==> src/hdl/cst_pkg.sv <==
// ----------------------------------------------------------------------------
// cst_pkg
// Shared types, character codes and decode functions for the character
// stream tokenizer.
// ----------------------------------------------------------------------------
package cst_pkg;

  // Default parameter values
  localparam int NAME_BUFFER_DEF = 128;
  localparam int POS_WIDTH_DEF   = 16;

  // Fixed field widths of a result transaction
  localparam int POS_OUT_W = 16;
  localparam int LEN_W     = 7;
  localparam int VALUE_W   = 32;

  // Result queue depth (room for two transactions per accepted character)
  localparam int QDEPTH = 4;

  // Character codes
  localparam logic [7:0] CH_NUL   = 8'h00;
  localparam logic [7:0] CH_TAB   = 8'h09;
  localparam logic [7:0] CH_LF    = 8'h0A;
  localparam logic [7:0] CH_CR    = 8'h0D;
  localparam logic [7:0] CH_SPACE = 8'h20;
  localparam logic [7:0] CH_X     = 8'h78;
  localparam logic [7:0] CH_UNDER = 8'h5F;
  localparam logic [7:0] CH_0     = 8'h30;
  localparam logic [7:0] CH_9     = 8'h39;
  localparam logic [7:0] CH_UA    = 8'h41;
  localparam logic [7:0] CH_UF    = 8'h46;
  localparam logic [7:0] CH_UZ    = 8'h5A;
  localparam logic [7:0] CH_LA    = 8'h61;
  localparam logic [7:0] CH_LZ    = 8'h7A;
  localparam logic [7:0] CH_LPAR  = 8'h28;
  localparam logic [7:0] CH_RPAR  = 8'h29;
  localparam logic [7:0] CH_STAR  = 8'h2A;
  localparam logic [7:0] CH_PLUS  = 8'h2B;
  localparam logic [7:0] CH_MINUS = 8'h2D;
  localparam logic [7:0] CH_SEMI  = 8'h3B;
  localparam logic [7:0] CH_EQ    = 8'h3D;
  localparam logic [7:0] CH_LBRC  = 8'h7B;
  localparam logic [7:0] CH_RBRC  = 8'h7D;

  // Token kinds
  typedef enum logic [3:0] {
    K_INT    = 4'd0,
    K_NAME   = 4'd1,
    K_LPAREN = 4'd2,
    K_RPAREN = 4'd3,
    K_STAR   = 4'd4,
    K_PLUS   = 4'd5,
    K_MINUS  = 4'd6,
    K_SEMI   = 4'd7,
    K_EQ     = 4'd8,
    K_LBRACE = 4'd9,
    K_RBRACE = 4'd10,
    K_EOF    = 4'd11,
    K_CTRL   = 4'd12,
    K_BAD    = 4'd13,
    K_LONG   = 4'd14
  } kind_t;

  // One result transaction
  typedef struct packed {
    kind_t                kind;
    logic [VALUE_W-1:0]   value;
    logic [POS_OUT_W-1:0] line;
    logic [POS_OUT_W-1:0] column;
    logic [LEN_W-1:0]     length;
    logic                 last;
  } tok_t;

  // Results produced by one accepted character
  typedef struct packed {
    logic [1:0] n;
    tok_t       t0;
    tok_t       t1;
  } push_t;

  function automatic logic is_digit(input logic [7:0] c);
    return (c >= CH_0) && (c <= CH_9);
  endfunction

  function automatic logic is_name_char(input logic [7:0] c);
    return (c == CH_UNDER) || is_digit(c) || ((c >= CH_UA) && (c <= CH_UZ)) ||
           ((c >= CH_LA) && (c <= CH_LZ));
  endfunction

  function automatic logic is_hex_digit(input logic [7:0] c);
    return is_digit(c) || ((c >= CH_UA) && (c <= CH_UF));
  endfunction

  // Digit value; only meaningful when is_hex_digit() holds
  function automatic logic [3:0] hex_value(input logic [7:0] c);
    logic [7:0] d;
    d = is_digit(c) ? (c - CH_0) : (c - CH_UA + 8'd10);
    return d[3:0];
  endfunction

  function automatic kind_t punct_kind(input logic [7:0] c);
    kind_t k;
    case (c)
      CH_LPAR:  k = K_LPAREN;
      CH_RPAR:  k = K_RPAREN;
      CH_STAR:  k = K_STAR;
      CH_PLUS:  k = K_PLUS;
      CH_MINUS: k = K_MINUS;
      CH_SEMI:  k = K_SEMI;
      CH_EQ:    k = K_EQ;
      CH_LBRC:  k = K_LBRACE;
      CH_RBRC:  k = K_RBRACE;
      default:  k = K_BAD;
    endcase
    return k;
  endfunction

endpackage

==> src/hdl/cst_core.sv <==
// ----------------------------------------------------------------------------
// cst_core
// Per-character scanner: position tracking, word accumulation, integer
// conversion and token formation. Produces up to two results per character.
// ----------------------------------------------------------------------------
module cst_core #(
  parameter int NAME_BUFFER = cst_pkg::NAME_BUFFER_DEF,
  parameter int POS_WIDTH   = cst_pkg::POS_WIDTH_DEF
) (
  input  logic           clk,
  input  logic           rst,
  input  logic           fire,
  input  logic [7:0]     char_code,
  output cst_pkg::push_t push
);
  import cst_pkg::*;

  localparam int CNT_W = $clog2(NAME_BUFFER);
  localparam logic [CNT_W-1:0]     MAX_WORD = CNT_W'(NAME_BUFFER - 1);
  localparam logic [POS_WIDTH-1:0] POS_MAX  = '1;

  // Scanner state
  logic                 in_word, in_word_next;
  logic [VALUE_W-1:0]   word_value, word_value_next;
  logic                 word_is_number, word_is_number_next;
  logic                 hex_seen, hex_seen_next;
  logic [CNT_W-1:0]     word_count, word_count_next;
  logic                 discarding_word, discarding_word_next;
  logic                 first_char_pending, first_char_pending_next;
  logic [POS_WIDTH-1:0] cur_line, cur_line_next;
  logic [POS_WIDTH-1:0] cur_column, cur_column_next;
  logic [POS_WIDTH-1:0] start_line, start_line_next;
  logic [POS_WIDTH-1:0] start_column, start_column_next;

  // Advanced position of this character
  logic [POS_WIDTH-1:0] line_adv, col_adv;

  // Position and length resized to the result field widths
  logic [POS_WIDTH+POS_OUT_W-1:0] sl_ext, sc_ext, la_ext, ca_ext;
  logic [CNT_W+LEN_W-1:0]         cnt_ext;

  logic               is_name;
  logic [3:0]         dec_digit;
  logic [VALUE_W-1:0] mul10;
  logic               a_valid, b_valid;
  tok_t               tok_a, tok_b;

  assign sl_ext  = {{POS_OUT_W{1'b0}}, start_line};
  assign sc_ext  = {{POS_OUT_W{1'b0}}, start_column};
  assign la_ext  = {{POS_OUT_W{1'b0}}, line_adv};
  assign ca_ext  = {{POS_OUT_W{1'b0}}, col_adv};
  assign cnt_ext = {{LEN_W{1'b0}}, word_count};

  assign is_name   = is_name_char(char_code);
  assign dec_digit = hex_value(char_code);
  // value * 10 + digit as shift-and-add, wrapping at 32 bits
  assign mul10 = {word_value[VALUE_W-4:0], 3'b000} + {word_value[VALUE_W-2:0], 1'b0} +
                 {{(VALUE_W-4){1'b0}}, dec_digit};

  // Position advance, saturating
  always_comb begin
    line_adv = cur_line;
    col_adv  = cur_column;
    if (!first_char_pending) begin
      if (char_code == CH_LF) begin
        line_adv = (cur_line == POS_MAX) ? cur_line : cur_line + POS_WIDTH'(1);
        col_adv  = '0;
      end else begin
        col_adv = (cur_column == POS_MAX) ? cur_column : cur_column + POS_WIDTH'(1);
      end
    end
  end

  // Scanner next state and token formation
  always_comb begin
    in_word_next            = in_word;
    word_value_next         = word_value;
    word_is_number_next     = word_is_number;
    hex_seen_next           = hex_seen;
    word_count_next         = word_count;
    discarding_word_next    = discarding_word;
    first_char_pending_next = 1'b0;
    cur_line_next           = line_adv;
    cur_column_next         = col_adv;
    start_line_next         = start_line;
    start_column_next       = start_column;

    // slot A: word end or too-long, at the word start
    a_valid       = 1'b0;
    tok_a.kind    = K_NAME;
    tok_a.value   = '0;
    tok_a.line    = sl_ext[POS_OUT_W-1:0];
    tok_a.column  = sc_ext[POS_OUT_W-1:0];
    tok_a.length  = cnt_ext[LEN_W-1:0];
    tok_a.last    = 1'b0;
    // slot B: token of this character itself
    b_valid       = 1'b0;
    tok_b.kind    = K_BAD;
    tok_b.value   = '0;
    tok_b.line    = la_ext[POS_OUT_W-1:0];
    tok_b.column  = ca_ext[POS_OUT_W-1:0];
    tok_b.length  = LEN_W'(1);
    tok_b.last    = 1'b1;

    if (in_word && is_name) begin
      // word continues
      if (!discarding_word) begin
        if (word_count >= MAX_WORD) begin
          discarding_word_next = 1'b1;
          a_valid              = 1'b1;
          tok_a.kind           = K_LONG;
          tok_a.length         = '0;
        end else begin
          word_count_next = word_count + CNT_W'(1);
          if (word_is_number) begin
            if (hex_seen) begin
              if (is_hex_digit(char_code)) begin
                word_value_next = {word_value[VALUE_W-5:0], dec_digit};
              end else begin
                word_is_number_next = 1'b0;
              end
            end else if (is_digit(char_code)) begin
              word_value_next = mul10;
            end else if (char_code == CH_X) begin
              hex_seen_next   = 1'b1;
              word_value_next = '0;
            end else begin
              word_is_number_next = 1'b0;
            end
          end
        end
      end
    end else begin
      // close any open word
      if (in_word) begin
        a_valid     = !discarding_word;
        tok_a.kind  = word_is_number ? K_INT : K_NAME;
        tok_a.value = word_is_number ? word_value : '0;
        in_word_next         = 1'b0;
        word_value_next      = '0;
        word_is_number_next  = 1'b0;
        hex_seen_next        = 1'b0;
        word_count_next      = '0;
        discarding_word_next = 1'b0;
      end

      // classify this character
      if ((char_code == CH_SPACE) || (char_code == CH_TAB) ||
          (char_code == CH_CR) || (char_code == CH_LF)) begin
        b_valid = 1'b0;
      end else if (char_code == CH_NUL) begin
        b_valid                 = 1'b1;
        tok_b.kind              = K_EOF;
        tok_b.length            = '0;
        first_char_pending_next = 1'b1;
        cur_line_next           = '0;
        cur_column_next         = '0;
      end else if (char_code < CH_SPACE) begin
        b_valid    = 1'b1;
        tok_b.kind = K_CTRL;
      end else if (is_name) begin
        in_word_next         = 1'b1;
        word_count_next      = CNT_W'(1);
        start_line_next      = line_adv;
        start_column_next    = col_adv;
        word_is_number_next  = is_digit(char_code);
        word_value_next      = is_digit(char_code) ? {{(VALUE_W-4){1'b0}}, dec_digit} : '0;
        hex_seen_next        = 1'b0;
        discarding_word_next = 1'b0;
      end else begin
        b_valid    = 1'b1;
        tok_b.kind = punct_kind(char_code);
      end
    end

    // pack results in order
    tok_a.last = !b_valid;
    push.n  = fire ? ({1'b0, a_valid} + {1'b0, b_valid}) : 2'd0;
    push.t0 = a_valid ? tok_a : tok_b;
    push.t1 = tok_b;
  end

  // State registers
  always_ff @(posedge clk) begin
    if (rst) begin
      in_word            <= 1'b0;
      word_value         <= '0;
      word_is_number     <= 1'b0;
      hex_seen           <= 1'b0;
      word_count         <= '0;
      discarding_word    <= 1'b0;
      first_char_pending <= 1'b1;
      cur_line           <= '0;
      cur_column         <= '0;
      start_line         <= '0;
      start_column       <= '0;
    end else if (fire) begin
      in_word            <= in_word_next;
      word_value         <= word_value_next;
      word_is_number     <= word_is_number_next;
      hex_seen           <= hex_seen_next;
      word_count         <= word_count_next;
      discarding_word    <= discarding_word_next;
      first_char_pending <= first_char_pending_next;
      cur_line           <= cur_line_next;
      cur_column         <= cur_column_next;
      start_line         <= start_line_next;
      start_column       <= start_column_next;
    end
  end

endmodule

==> src/hdl/cst_outq.sv <==
// ----------------------------------------------------------------------------
// cst_outq
// Result queue: takes zero, one or two results per cycle and hands them out
// one transaction at a time. Ready while room for two remains.
// ----------------------------------------------------------------------------
module cst_outq (
  input  logic           clk,
  input  logic           rst,
  input  cst_pkg::push_t push,
  input  logic           pop,
  output logic           ready,
  output logic           head_valid,
  output cst_pkg::tok_t  head
);
  import cst_pkg::*;

  localparam int PTR_W = $clog2(QDEPTH);
  localparam int CNT_W = $clog2(QDEPTH + 1);

  tok_t             mem [QDEPTH];
  logic [PTR_W-1:0] wptr, rptr;
  logic [CNT_W-1:0] count;
  logic             pop_ok;

  assign head_valid = (count != '0);
  assign pop_ok     = pop && head_valid;
  assign ready      = (count <= CNT_W'(QDEPTH - 2));
  assign head       = mem[rptr];

  // Storage
  always_ff @(posedge clk) begin
    if (push.n != 2'd0) begin
      mem[wptr] <= push.t0;
    end
    if (push.n == 2'd2) begin
      mem[wptr + PTR_W'(1)] <= push.t1;
    end
  end

  // Pointers and occupancy
  always_ff @(posedge clk) begin
    if (rst) begin
      wptr  <= '0;
      rptr  <= '0;
      count <= '0;
    end else begin
      wptr  <= wptr + PTR_W'(push.n);
      rptr  <= rptr + PTR_W'(pop_ok);
      count <= count + CNT_W'(push.n) - CNT_W'(pop_ok);
    end
  end

endmodule

==> src/hdl/char_stream_tokenizer.sv <==
// ----------------------------------------------------------------------------
// char_stream_tokenizer
// Character stream tokenizer, top level.
// ----------------------------------------------------------------------------
// Takes one text byte per transaction and emits tokens (integer, name,
// punctuation, end of text, control, bad character, too long) with their
// starting line and column. A character offered while char_stall is low is taken in
// that cycle and its results are registered in a four-entry result queue, so the input
// runs at one character per cycle as long as tokens drain at least as fast
// as they are made; a character that closes a word and is a token itself
// yields two output transactions, and char_stall rises only when the queue
// holds more than two results.
// ----------------------------------------------------------------------------
module char_stream_tokenizer #(
  parameter int NAME_BUFFER = cst_pkg::NAME_BUFFER_DEF,
  parameter int POS_WIDTH   = cst_pkg::POS_WIDTH_DEF
) (
  input  logic                                clk,
  input  logic                                rst,
  input  logic                                char_valid,
  output logic                                char_stall,
  input  logic [7:0]                          char_code,
  output logic                                token_valid,
  input  logic                                token_stall,
  output logic [3:0]                          token_kind,
  output logic signed [cst_pkg::VALUE_W-1:0]  token_value,
  output logic [cst_pkg::POS_OUT_W-1:0]       token_line,
  output logic [cst_pkg::POS_OUT_W-1:0]       token_column,
  output logic [cst_pkg::LEN_W-1:0]           token_length,
  output logic                                last_of_run
);
  import cst_pkg::*;

  logic  fire;
  logic  ready;
  push_t push;
  tok_t  head;

  assign char_stall = !ready;
  assign fire       = char_valid && !char_stall;

  // Scanner
  cst_core #(
    .NAME_BUFFER (NAME_BUFFER),
    .POS_WIDTH   (POS_WIDTH)
  ) u_core (
    .clk       (clk),
    .rst       (rst),
    .fire      (fire),
    .char_code (char_code),
    .push      (push)
  );

  // Result queue
  cst_outq u_outq (
    .clk        (clk),
    .rst        (rst),
    .push       (push),
    .pop        (!token_stall),
    .ready      (ready),
    .head_valid (token_valid),
    .head       (head)
  );

  // Output fields
  assign token_kind   = head.kind;
  assign token_value  = $signed(head.value);
  assign token_line   = head.line;
  assign token_column = head.column;
  assign token_length = head.length;
  assign last_of_run  = head.last;

`ifndef NO_ASSERTIONS
  // A character that makes tokens shows one on the next cycle
  a_push_shows: assert property (@(posedge clk) disable iff (rst)
    (fire && (push.n != 2'd0)) |=> token_valid)
    else $error("result not visible after push");

  // Input is held off only while results are waiting
  a_stall_has_data: assert property (@(posedge clk) disable iff (rst)
    char_stall |-> token_valid)
    else $error("input stalled with empty result queue");

  // End of text and too-long tokens always close a character's run
  a_last_flag: assert property (@(posedge clk) disable iff (rst)
    (token_valid && ((token_kind == K_EOF) || (token_kind == K_LONG))) |-> last_of_run)
    else $error("eof or too-long token not marked last");

  // Only integer tokens carry a value
  a_value_zero: assert property (@(posedge clk) disable iff (rst)
    (token_valid && (token_kind != K_INT)) |-> (token_value == '0))
    else $error("non-integer token with nonzero value");
`endif

endmodule

==> config.mk <==
export PLATFORM = sky130hd
export DESIGN_NAME = char_stream_tokenizer
export DESIGN_NICKNAME = d
export VERILOG_FILES = /design/src/hdl/cst_pkg.sv /design/src/hdl/cst_core.sv /design/src/hdl/cst_outq.sv /design/src/hdl/char_stream_tokenizer.sv
export SDC_FILE = /design/constraint.sdc
export NUM_CORES = 1
export LEC_CHECK = 0
export ABC_AREA = 1
export BUFFER_PORTS_ARGS = -buffer_cell sky130_fd_sc_hd__buf_2
export CORE_ASPECT_RATIO = 2
export CORE_MARGIN = 2
export CORE_UTILIZATION = 49
export CTS_CLUSTER_DIAMETER = 80
export DETAILED_ROUTE_END_ITERATION = 10
export PLACE_DENSITY = 0.72
export SLEW_MARGIN = 20
export SYNTH_ARGS = -nofsm -noshare
export SYNTH_HDL_FRONTEND = slang
export SYNTH_HIERARCHICAL = 1
export SYNTH_SLANG_ARGS = --single-unit
==> constraint.sdc <==
create_clock -name clk -period 9.74 [get_ports clk]
set_input_delay 1.461 -clock clk [delete_from_list [all_inputs] [get_ports clk]]
set_output_delay 1.461 -clock clk [all_outputs]
set_load 0.005 [all_outputs]
# ---- After elaboration in Yosys (flattened, before gate mapping)
# Memories as Yosys holds them, arrays and structs flattened. A register that Yosys moved wholly into a read port is not among the register bits.
# Cells that the tools add are included.
dict set report totals {
  ff_bits 115
  ramBits 304
  mem_count 1
}
dict set report classes {
  n_addsub 14
  order_cmp 10
  n_eq_ne 23
  mux 108
  bitwise_logic 4
  n_reduce_logical 26
}
# name words word_bits read_ports rd_ports_with_merged_regs wr line
set mem_list {}
lappend mem_list {u_outq.mem 4 76 1 1 2 cst_outq.sv:20} ;# tok_t mem [QDEPTH];
# cell n
set ops {}
lappend ops {{$mux W32} 15}
lappend ops {{$mux W16} 12}
lappend ops {{$mux W7} 13}
lappend ops {{$mux W76} 1}
lappend ops {{$eq A8 B6 Y1 const B} 8}
lappend ops {{$mux W1} 53}
lappend ops {{$mux W4} 10}
lappend ops {{$mux W36} 1}
lappend ops {{$pmux W4 S9} 1}
lappend ops {{$add A16 B1 Y16 const B} 2}
lappend ops {{$add A32 B32 Y32} 1}
lappend ops {{$add A32 B4 Y32} 1}
lappend ops {{$eq A16 B16 Y1 const B} 2}
lappend ops {{$eq A8 B7 Y1 const B} 4}
lappend ops {{$eq A8 B4 Y1 const B} 3}
lappend ops {{$le A8 B7 Y1 const B} 3}
lappend ops {{$ge A8 B7 Y1 const B} 2}
lappend ops {{$reduce_and A6 Y1} 2}
lappend ops {{$ge A8 B6 Y1 const B} 1}
lappend ops {{$le A8 B6 Y1 const B} 1}
lappend ops {{$logic_not A8 Y1} 1}
lappend ops {{$lt A8 B6 Y1 const B} 1}
lappend ops {{$sub A4 B1 Y4 const B} 2}
lappend ops {{$add A7 B1 Y7 const B} 1}
lappend ops {{24 further kinds} 44}

# ---- Longest topological paths before layout
# Gate-level depths: netlist (run 1).
dict set report depth {
  word_depth 15
  mapped_depth 28
  depth_no_buf 28
}

# ---- By module
# Netlist (run 1), hierarchy kept.
# module instances cells_each area_per_inst_um2 seq_area_each_um2
set by_module_without_submodules {}
lappend by_module_without_submodules {cst_outq 1 1548 15019.4 9268.9}
lappend by_module_without_submodules {cst_core 1 1848 10528.8 2162.1}
lappend by_module_without_submodules {char_stream_tokenizer 1 4 15.0 0.0}

# ---- Worst setup path before layout (run 1)
# Ideal clock, no wire load.
dict set report synth_timing {
  kind {input to register}
  from {input char_code[0]}
  to {memory u_outq/mem[3][0] (netlist name) (enable)}
  setup_time_ns 0.622
  t_arrival_ns 9.096
  required_time_ns 9.118
  setup_slack_ns 0.022
  path_stages 20
  path_cell_list {inv_1 ha_1 inv_1 nand2_1 nand2_1 nand2_1 nand2_4 nand3_2 nor2_4 nand2_4 inv_4 nor2_4 nor2_8 inv_2 buf_2 ha_1 nand2_1 inv_1 nor2_1 o31ai_1}
}
# element line
set synth_lines {}
lappend synth_lines {{start, declared} char_stream_tokenizer.sv:22} ;# input logic [7:0] char_code,
lappend synth_lines {{end, declared} cst_outq.sv:20}

==> results.json, run 1 <==
{
  "status": "finished clean",
  "setup_tns_ps": 0,
  "yosys-top-cells-area": "edfxtp_1 36%, nand2_1 14%, dfxtp_1 9.0%",
  "min_period_over_period": 0.667,
  "clock-sinks": 419,
  "tightest_slew_ps": 1040,
  "clkTransAtPathRegs_ps": 70,
  "cts_resized": 0,
  "ctsHtreeMaxLevel": 2,
  "synth_enable_flop_cells": 304,
  "grt_overflow_total": 0,
  "drt-vias-per-instance": 5.56,
  "synth_cell_type_count": 54,
  "cp.required_ps": 9920,
  "drc": 0,
  "synth_flop_cell": "edfxtp_1",
  "place.gp.congestion": 0.921,
  "cts_made_buffers": 35,
  "antenna_found_initial": 0,
  "grt_pass1_wl_um": 111000,
  "postSynthAreaPerCell_sq_um": 7.52,
  "netlist.area_leader.share": 0.357,
  "worst-setup-path-type": "primary input to flip-flop",
  "r2r_start": "u_core/in_word",
  "critPathLaunchType": "primary input",
  "yosys_register_bits": 419,
  "grt_max_degree": 95,
  "min_path_type": "flip-flop to flip-flop",
  "yosysMostFrequentCell": "nand2_1",
  "grt_pass1_vias": 21112,
  "yosysSeqAreaShare": 0.447,
  "grt_setup_unrepaired": "false",
  "met2_usage": 0.490,
  "fin_skew_ps": 18.2,
  "max_slew_margin": 0.301,
  "leakage_nw": 10.5,
  "ys_warn_count": 6,
  "critPathMaxFanout": 68,
  "placedCellCount": 3989,
  "maxCapViolCount": 0,
  "grt_util_all_layers": 0.265,
  "wl_per_cell_um": 17.9,
  "peakVddDrop_mv": 0.153,
  "core-area_sq_um": 51700,
  "whs_ps": 461,
  "async_reset_ff_frac": 0,
  "period_minus_slack_ps": 6500,
  "clockRootBuffer": "clkbuf_16",
  "dieArea_sq_um": 54100,
  "syn2layout_area_growth_pct": 6.02,
  "ctsHoldBuffers": 0,
  "clk_latency_ps": 550,
  "antenna_left": 0,
  "die_h_um": 327,
  "grt_util_met3": 0.0265,
  "initial_core_util": 0.495,
  "drt_wl_total_um": 72700,
  "multi_input_area_sq_um": 11800,
  "final_hold_viol_count": 0,
  "globalRoute.busiestLayer": "met2",
  "hp-start": "u_core/start_line[12]",
  "fmax_ghz": 0.154,
  "layout-drive-gt1-share": 0.0710,
  "fin_cells": 4052,
  "ios": 90,
  "num-nets-final": 3452,
  "rows": 118,
  "cts.path.max_buffers": 3,
  "slew_viol_final": 0,
  "crit_start": "char_code[0]",
  "drtPass1Iterations": 6,
  "vias": 22548,
  "cp.arrival_ps": 6680,
  "fill_cells": 4966,
  "syn_inst": 3400,
  "diodes": 0,
  "synth_top_cells_by_count": "949 x nand2_1, 393 x nor2_1, 317 x inv_1",
  "die_x_um": 166,
  "pwr_density_cell_nw_per_um2": 185,
  "end_kind": "flip-flop",
  "dp_hpwl_um": 49700,
  "setup_viol": 0,
  "netlist_area_sq_um": 25600,
  "postCtsSetupBuffers": 0,
  "synth_top_area_cell": "edfxtp_1",
  "grt_use_met1": 0.276,
  "place.port_buffers": 89,
  "seq_area_sq_um": 11400,
  "drt_iter0_markers": 1704,
  "tritoncts": "yes"
}
==> state kept, by name (all words and copies together), names as in the netlist, 3 cells and up <==
name and flops:
u_core/cur_column 16, u_core/cur_line 16, u_core/start_column 16, u_core/start_line 16, u_core/word_count 7, u_core/word_value 32
u_outq/count 3, u_outq/mem 304
==> power by group <==
| group | total, mW | switching (mW) | internal [mW] |
|---|---|---|---|
| sequential | 2.17 | 0.107 | 2.07 |
| clock | 1.44 | 0.660 | 0.778 |
| combinational | 1.39 | 0.959 | 0.433 |
| total | 5.00 | 1.73 | 3.28 |
==> worst paths after layout <==
kind / to / slack, ps / cells past startpoint
max reg2reg: u_outq/mem[1][17] / 4460 / 13
min: u_core/start_line[12] / 460 / 2
min reg2reg: u_core/start_line[12] / 460 / 2
max: u_outq/mem[1][17] / 3240 / 23
==> final cells by class <==
class	count	area share
multi-input cells	2462	0.434
flip-flops and latches	419	0.422
repair buffers	114	0.0238
well taps	660	0.0305
clock inverters	17	0.00503
clock buffers	46	0.0378
inverters	334	0.0466
==> cells by family (layout without fill, tap and decap cells) <==
| kind of cell | after synthesis | after routing | synth area share |
|---|---|---|---|
| fa+ha+maj | 74 | 74 | 0.0371 |
| buf+inv | 556 | 511 | 0.101 |
| xor+xnor | 24 | 24 | 0.00940 |
| compound gates | 755 | 755 | 0.154 |
| other cells | 2 | 39 | 0.000294 |
| flops | 419 | 419 | 0.447 |
| simple gates | 1570 | 1570 | 0.251 |
==> critical path: stages <==
cell	delay, ps
buf_2	120
inv_1	100
ha_1	250
inv_1	60
nand2_1	40
nand2_1	50
nand2_1	80
nand2_4	120
nand3_2	90
nor2_4	150
nand2_4	280
inv_4	450
nand2_8	120
inv_4	110
nor2_8	30
inv_2	480
ha_1	340
nand2_1	70
inv_1	140
nor2_8	230
nand2_4	400
nand2_4	740
buf_4	620
==> stage by stage <==
stage               utilization  setup WS [ps]  instance area [sq um]  power, mW
global route              0.524           2920                  27100       5.25
finish                    0.524           3240                  27100       5.00
floorplan                     -           22.1                  25700       3.11
CTS                       0.524           3290                  27100       5.02
detailed placement        0.502           2720                  25900       3.60
global placement          0.502           2780                  25900       3.58
==> placed cells by master, fill, tap and decap left out, drive strengths merged, types with 35 or more instances in the layout <==
cell and n:
buf 114, nand3 136, ha 71, a21oi 99
nor2 406, edfxtp 304, clkbuf 46, o22ai 85
nand2 964, dfxtp 115, nor3 35, inv 331
conb 39, o21ai 554
==> layer usage <==
| metal | share of wire | vias up | routed length (um) |
|---|---|---|---|
| li1 | - | 11079 | - |
| met5 | 0 | - | 0 |
| met4 | 0.074 | 0 | 5360 |
| met1 | 0.35 | 10420 | 25200 |
| met2 | 0.53 | 799 | 38300 |
| met3 | 0.052 | 250 | 3780 |
(Power assumes the default switching activity.)
==> inputs of run 2 (changes only) <==
==> constraint.sdc (replaced) <==
create_clock -name clk -period 5.6 [get_ports clk]
set_input_delay 0.84 -clock clk [delete_from_list [all_inputs] [get_ports clk]]
set_output_delay 0.84 -clock clk [all_outputs]
set_load 0.005 [all_outputs]
==> run 2 against run 1 <==
  * Via count is 1.6% lower
  * Global-route usage shrank 1.2 points
  * Core utilization increased by 0.32 points
  * Clock skew grew 2.4 ps
  * Register-to-register slack worse by 2600 ps
  * Worst setup slack got worse by 1800 ps
  * Sequential power rose by 76%
  * Total power increased by 76%
  * Final cell count grew 0.20%
  * Critical endpoint is now token_column[3]
  * Largest power group unchanged
  * Highest routed layer unchanged
==> results.json, run 2 (synthesis gave the netlist of run 1 again) <==
{
  "status": "finished clean",
  "initial_core_util": 0.495,
  "pwr_density_cell_nw_per_um2": 323,
  "num-nets-final": 3460,
  "drc": 0,
  "fill_cells": 4944,
  "clockRootBuffer": "clkbuf_16",
  "drt_wl_total_um": 68400,
  "layout-drive-gt1-share": 0.0738,
  "period_minus_slack_ps": 4190,
  "end_kind": "output port",
  "max_slew_margin": 0.281,
  "largest_register_ff_count": 304,
  "diodes": 0,
  "slew_viol_final": 0,
  "critPathMaxFanout": 81,
  "antenna_found_initial": 0,
  "leakage_nw": 10.6,
  "grt_pass1_vias": 20846,
  "postCtsSetupBuffers": 0,
  "fmax_ghz": 0.239,
  "place.gp.congestion": 0.899,
  "final_hold_viol_count": 0,
  "grt_max_degree": 153,
  "final_common_cell": "nand2_1",
  "clk_latency_ps": 550,
  "worst-setup-path-type": "flip-flop to output port",
  "rows": 118,
  "largest-register": "u_outq/mem",
  "setup_tns_ps": 0,
  "vias": 22188,
  "clkTransAtPathRegs_ps": 80,
  "clock-sinks": 419,
  "place.port_buffers": 89,
  "critPathLaunchType": "flip-flop",
  "antenna_left": 0,
  "wl_per_cell_um": 16.9,
  "dieArea_sq_um": 54100,
  "tritoncts": "yes",
  "placed_area_sq_um": 26000,
  "core-area_sq_um": 51700,
  "peakVddDrop_mv": 0.329,
  "reg_top3": "u_outq/mem (304), u_core/word_value (32)",
  "cts_made_buffers": 35,
  "drtPass1Iterations": 5,
  "dp_hpwl_um": 45600,
  "drt_iter0_markers": 1770,
  "grt_overflow_total": 0,
  "die_x_um": 166,
  "grt_setup_unrepaired": "false",
  "drt-vias-per-instance": 5.47,
  "maxCapViolCount": 0,
  "cp.required_ps": 4760,
  "min_period_over_period": 0.747,
  "fin_area_sq_um": 27300,
  "tightest_slew_ps": 1070,
  "ctsHtreeMaxLevel": 2,
  "die_h_um": 327,
  "cts.path.max_buffers": 3,
  "syn2layout_area_growth_pct": 6.66,
  "min_path_type": "flip-flop to flip-flop",
  "grt_pass1_wl_um": 108000,
  "ios": 90,
  "cts_resized": 0,
  "ctsHoldBuffers": 0,
  "fin_skew_ps": 20.6,
  "cp.arrival_ps": 3350,
  "rrSetupSlack_ps": 1890,
  "grt_util_all_layers": 0.253,
  "final_cell_mix": "946 x nand2_1, 391 x nor2_1, 316 x inv_1",
  "setup_viol": 0
}
==> run 2: cell types whose count changed in the layout (fill, tap and decap cells not counted), moves of 2 or more <==
cell	previous run	this run
buf_12	1	6
bufinv_16	1	5
buf_4	24	27
clkbuf_1	6	3
clkbuf_16	40	37
inv_6	0	3
clkbuf_8	0	2
clkinv_2	5	3
==> run 2: worst paths after layout <==
| check | startpoint | to | depth (start not counted) |
|---|---|---|---|
| setup / recovery | u_outq/rptr[0] | token_column[3] | 5 |
| hold / removal | u_core/start_column[7] | u_core/start_column[7] | 2 |
| setup reg to reg | u_core/in_word | u_outq/mem[2][0] | 15 |
| hold reg to reg | u_core/start_column[7] | u_core/start_column[7] | 2 |
==> run 2: stage by stage <==
stage               hold WS [ps]  total power, mW  cells  setup slack, ps   util
finish                       464             8.80   4060             1410  0.528
global route                 484             9.25   4060             1130  0.528
CTS                          466             8.85   4060             1400  0.528
detailed placement           455             6.23   3997              995  0.504
global placement             450             6.20   3997             1070  0.504
floorplan                    440             5.41   3437              272      -
==> run 2: power breakdown <==
part	switching (mW)	internal [mW]
clock	1.16	1.48
sequential	0.224	3.59
combinational	1.59	0.765
==> run 2: routing by layer <==
metal	routed length, um	track usage	vias to the layer above	share of wire
met5	0	0	-	0
met4	3210	0.126	0	0.047
met3	3590	0.0249	170	0.052
met2	36200	0.472	689	0.53
met1	25400	0.279	10218	0.37
li1	-	-	11111	-
==> run 2: worst max-delay path, stage by stage, from the launching register on <==
cell	delay, ps
dfxtp_4	570
inv_4	700
buf_4	700
o21ai_0	170
o22ai_1	400
buf_2	200
==> run 2: layout make-up <==
class	count	area, sq um	share of cell area
Clock inverter	21	254	0.00932
Clock buffer	42	965	0.0354
Inverter	334	1260	0.0463
Timing Repair Buffer	122	768	0.0282
Multi-Input combinational cell	2462	11800	0.431
Tap cell	660	826	0.0303
Sequential cell	419	11400	0.419
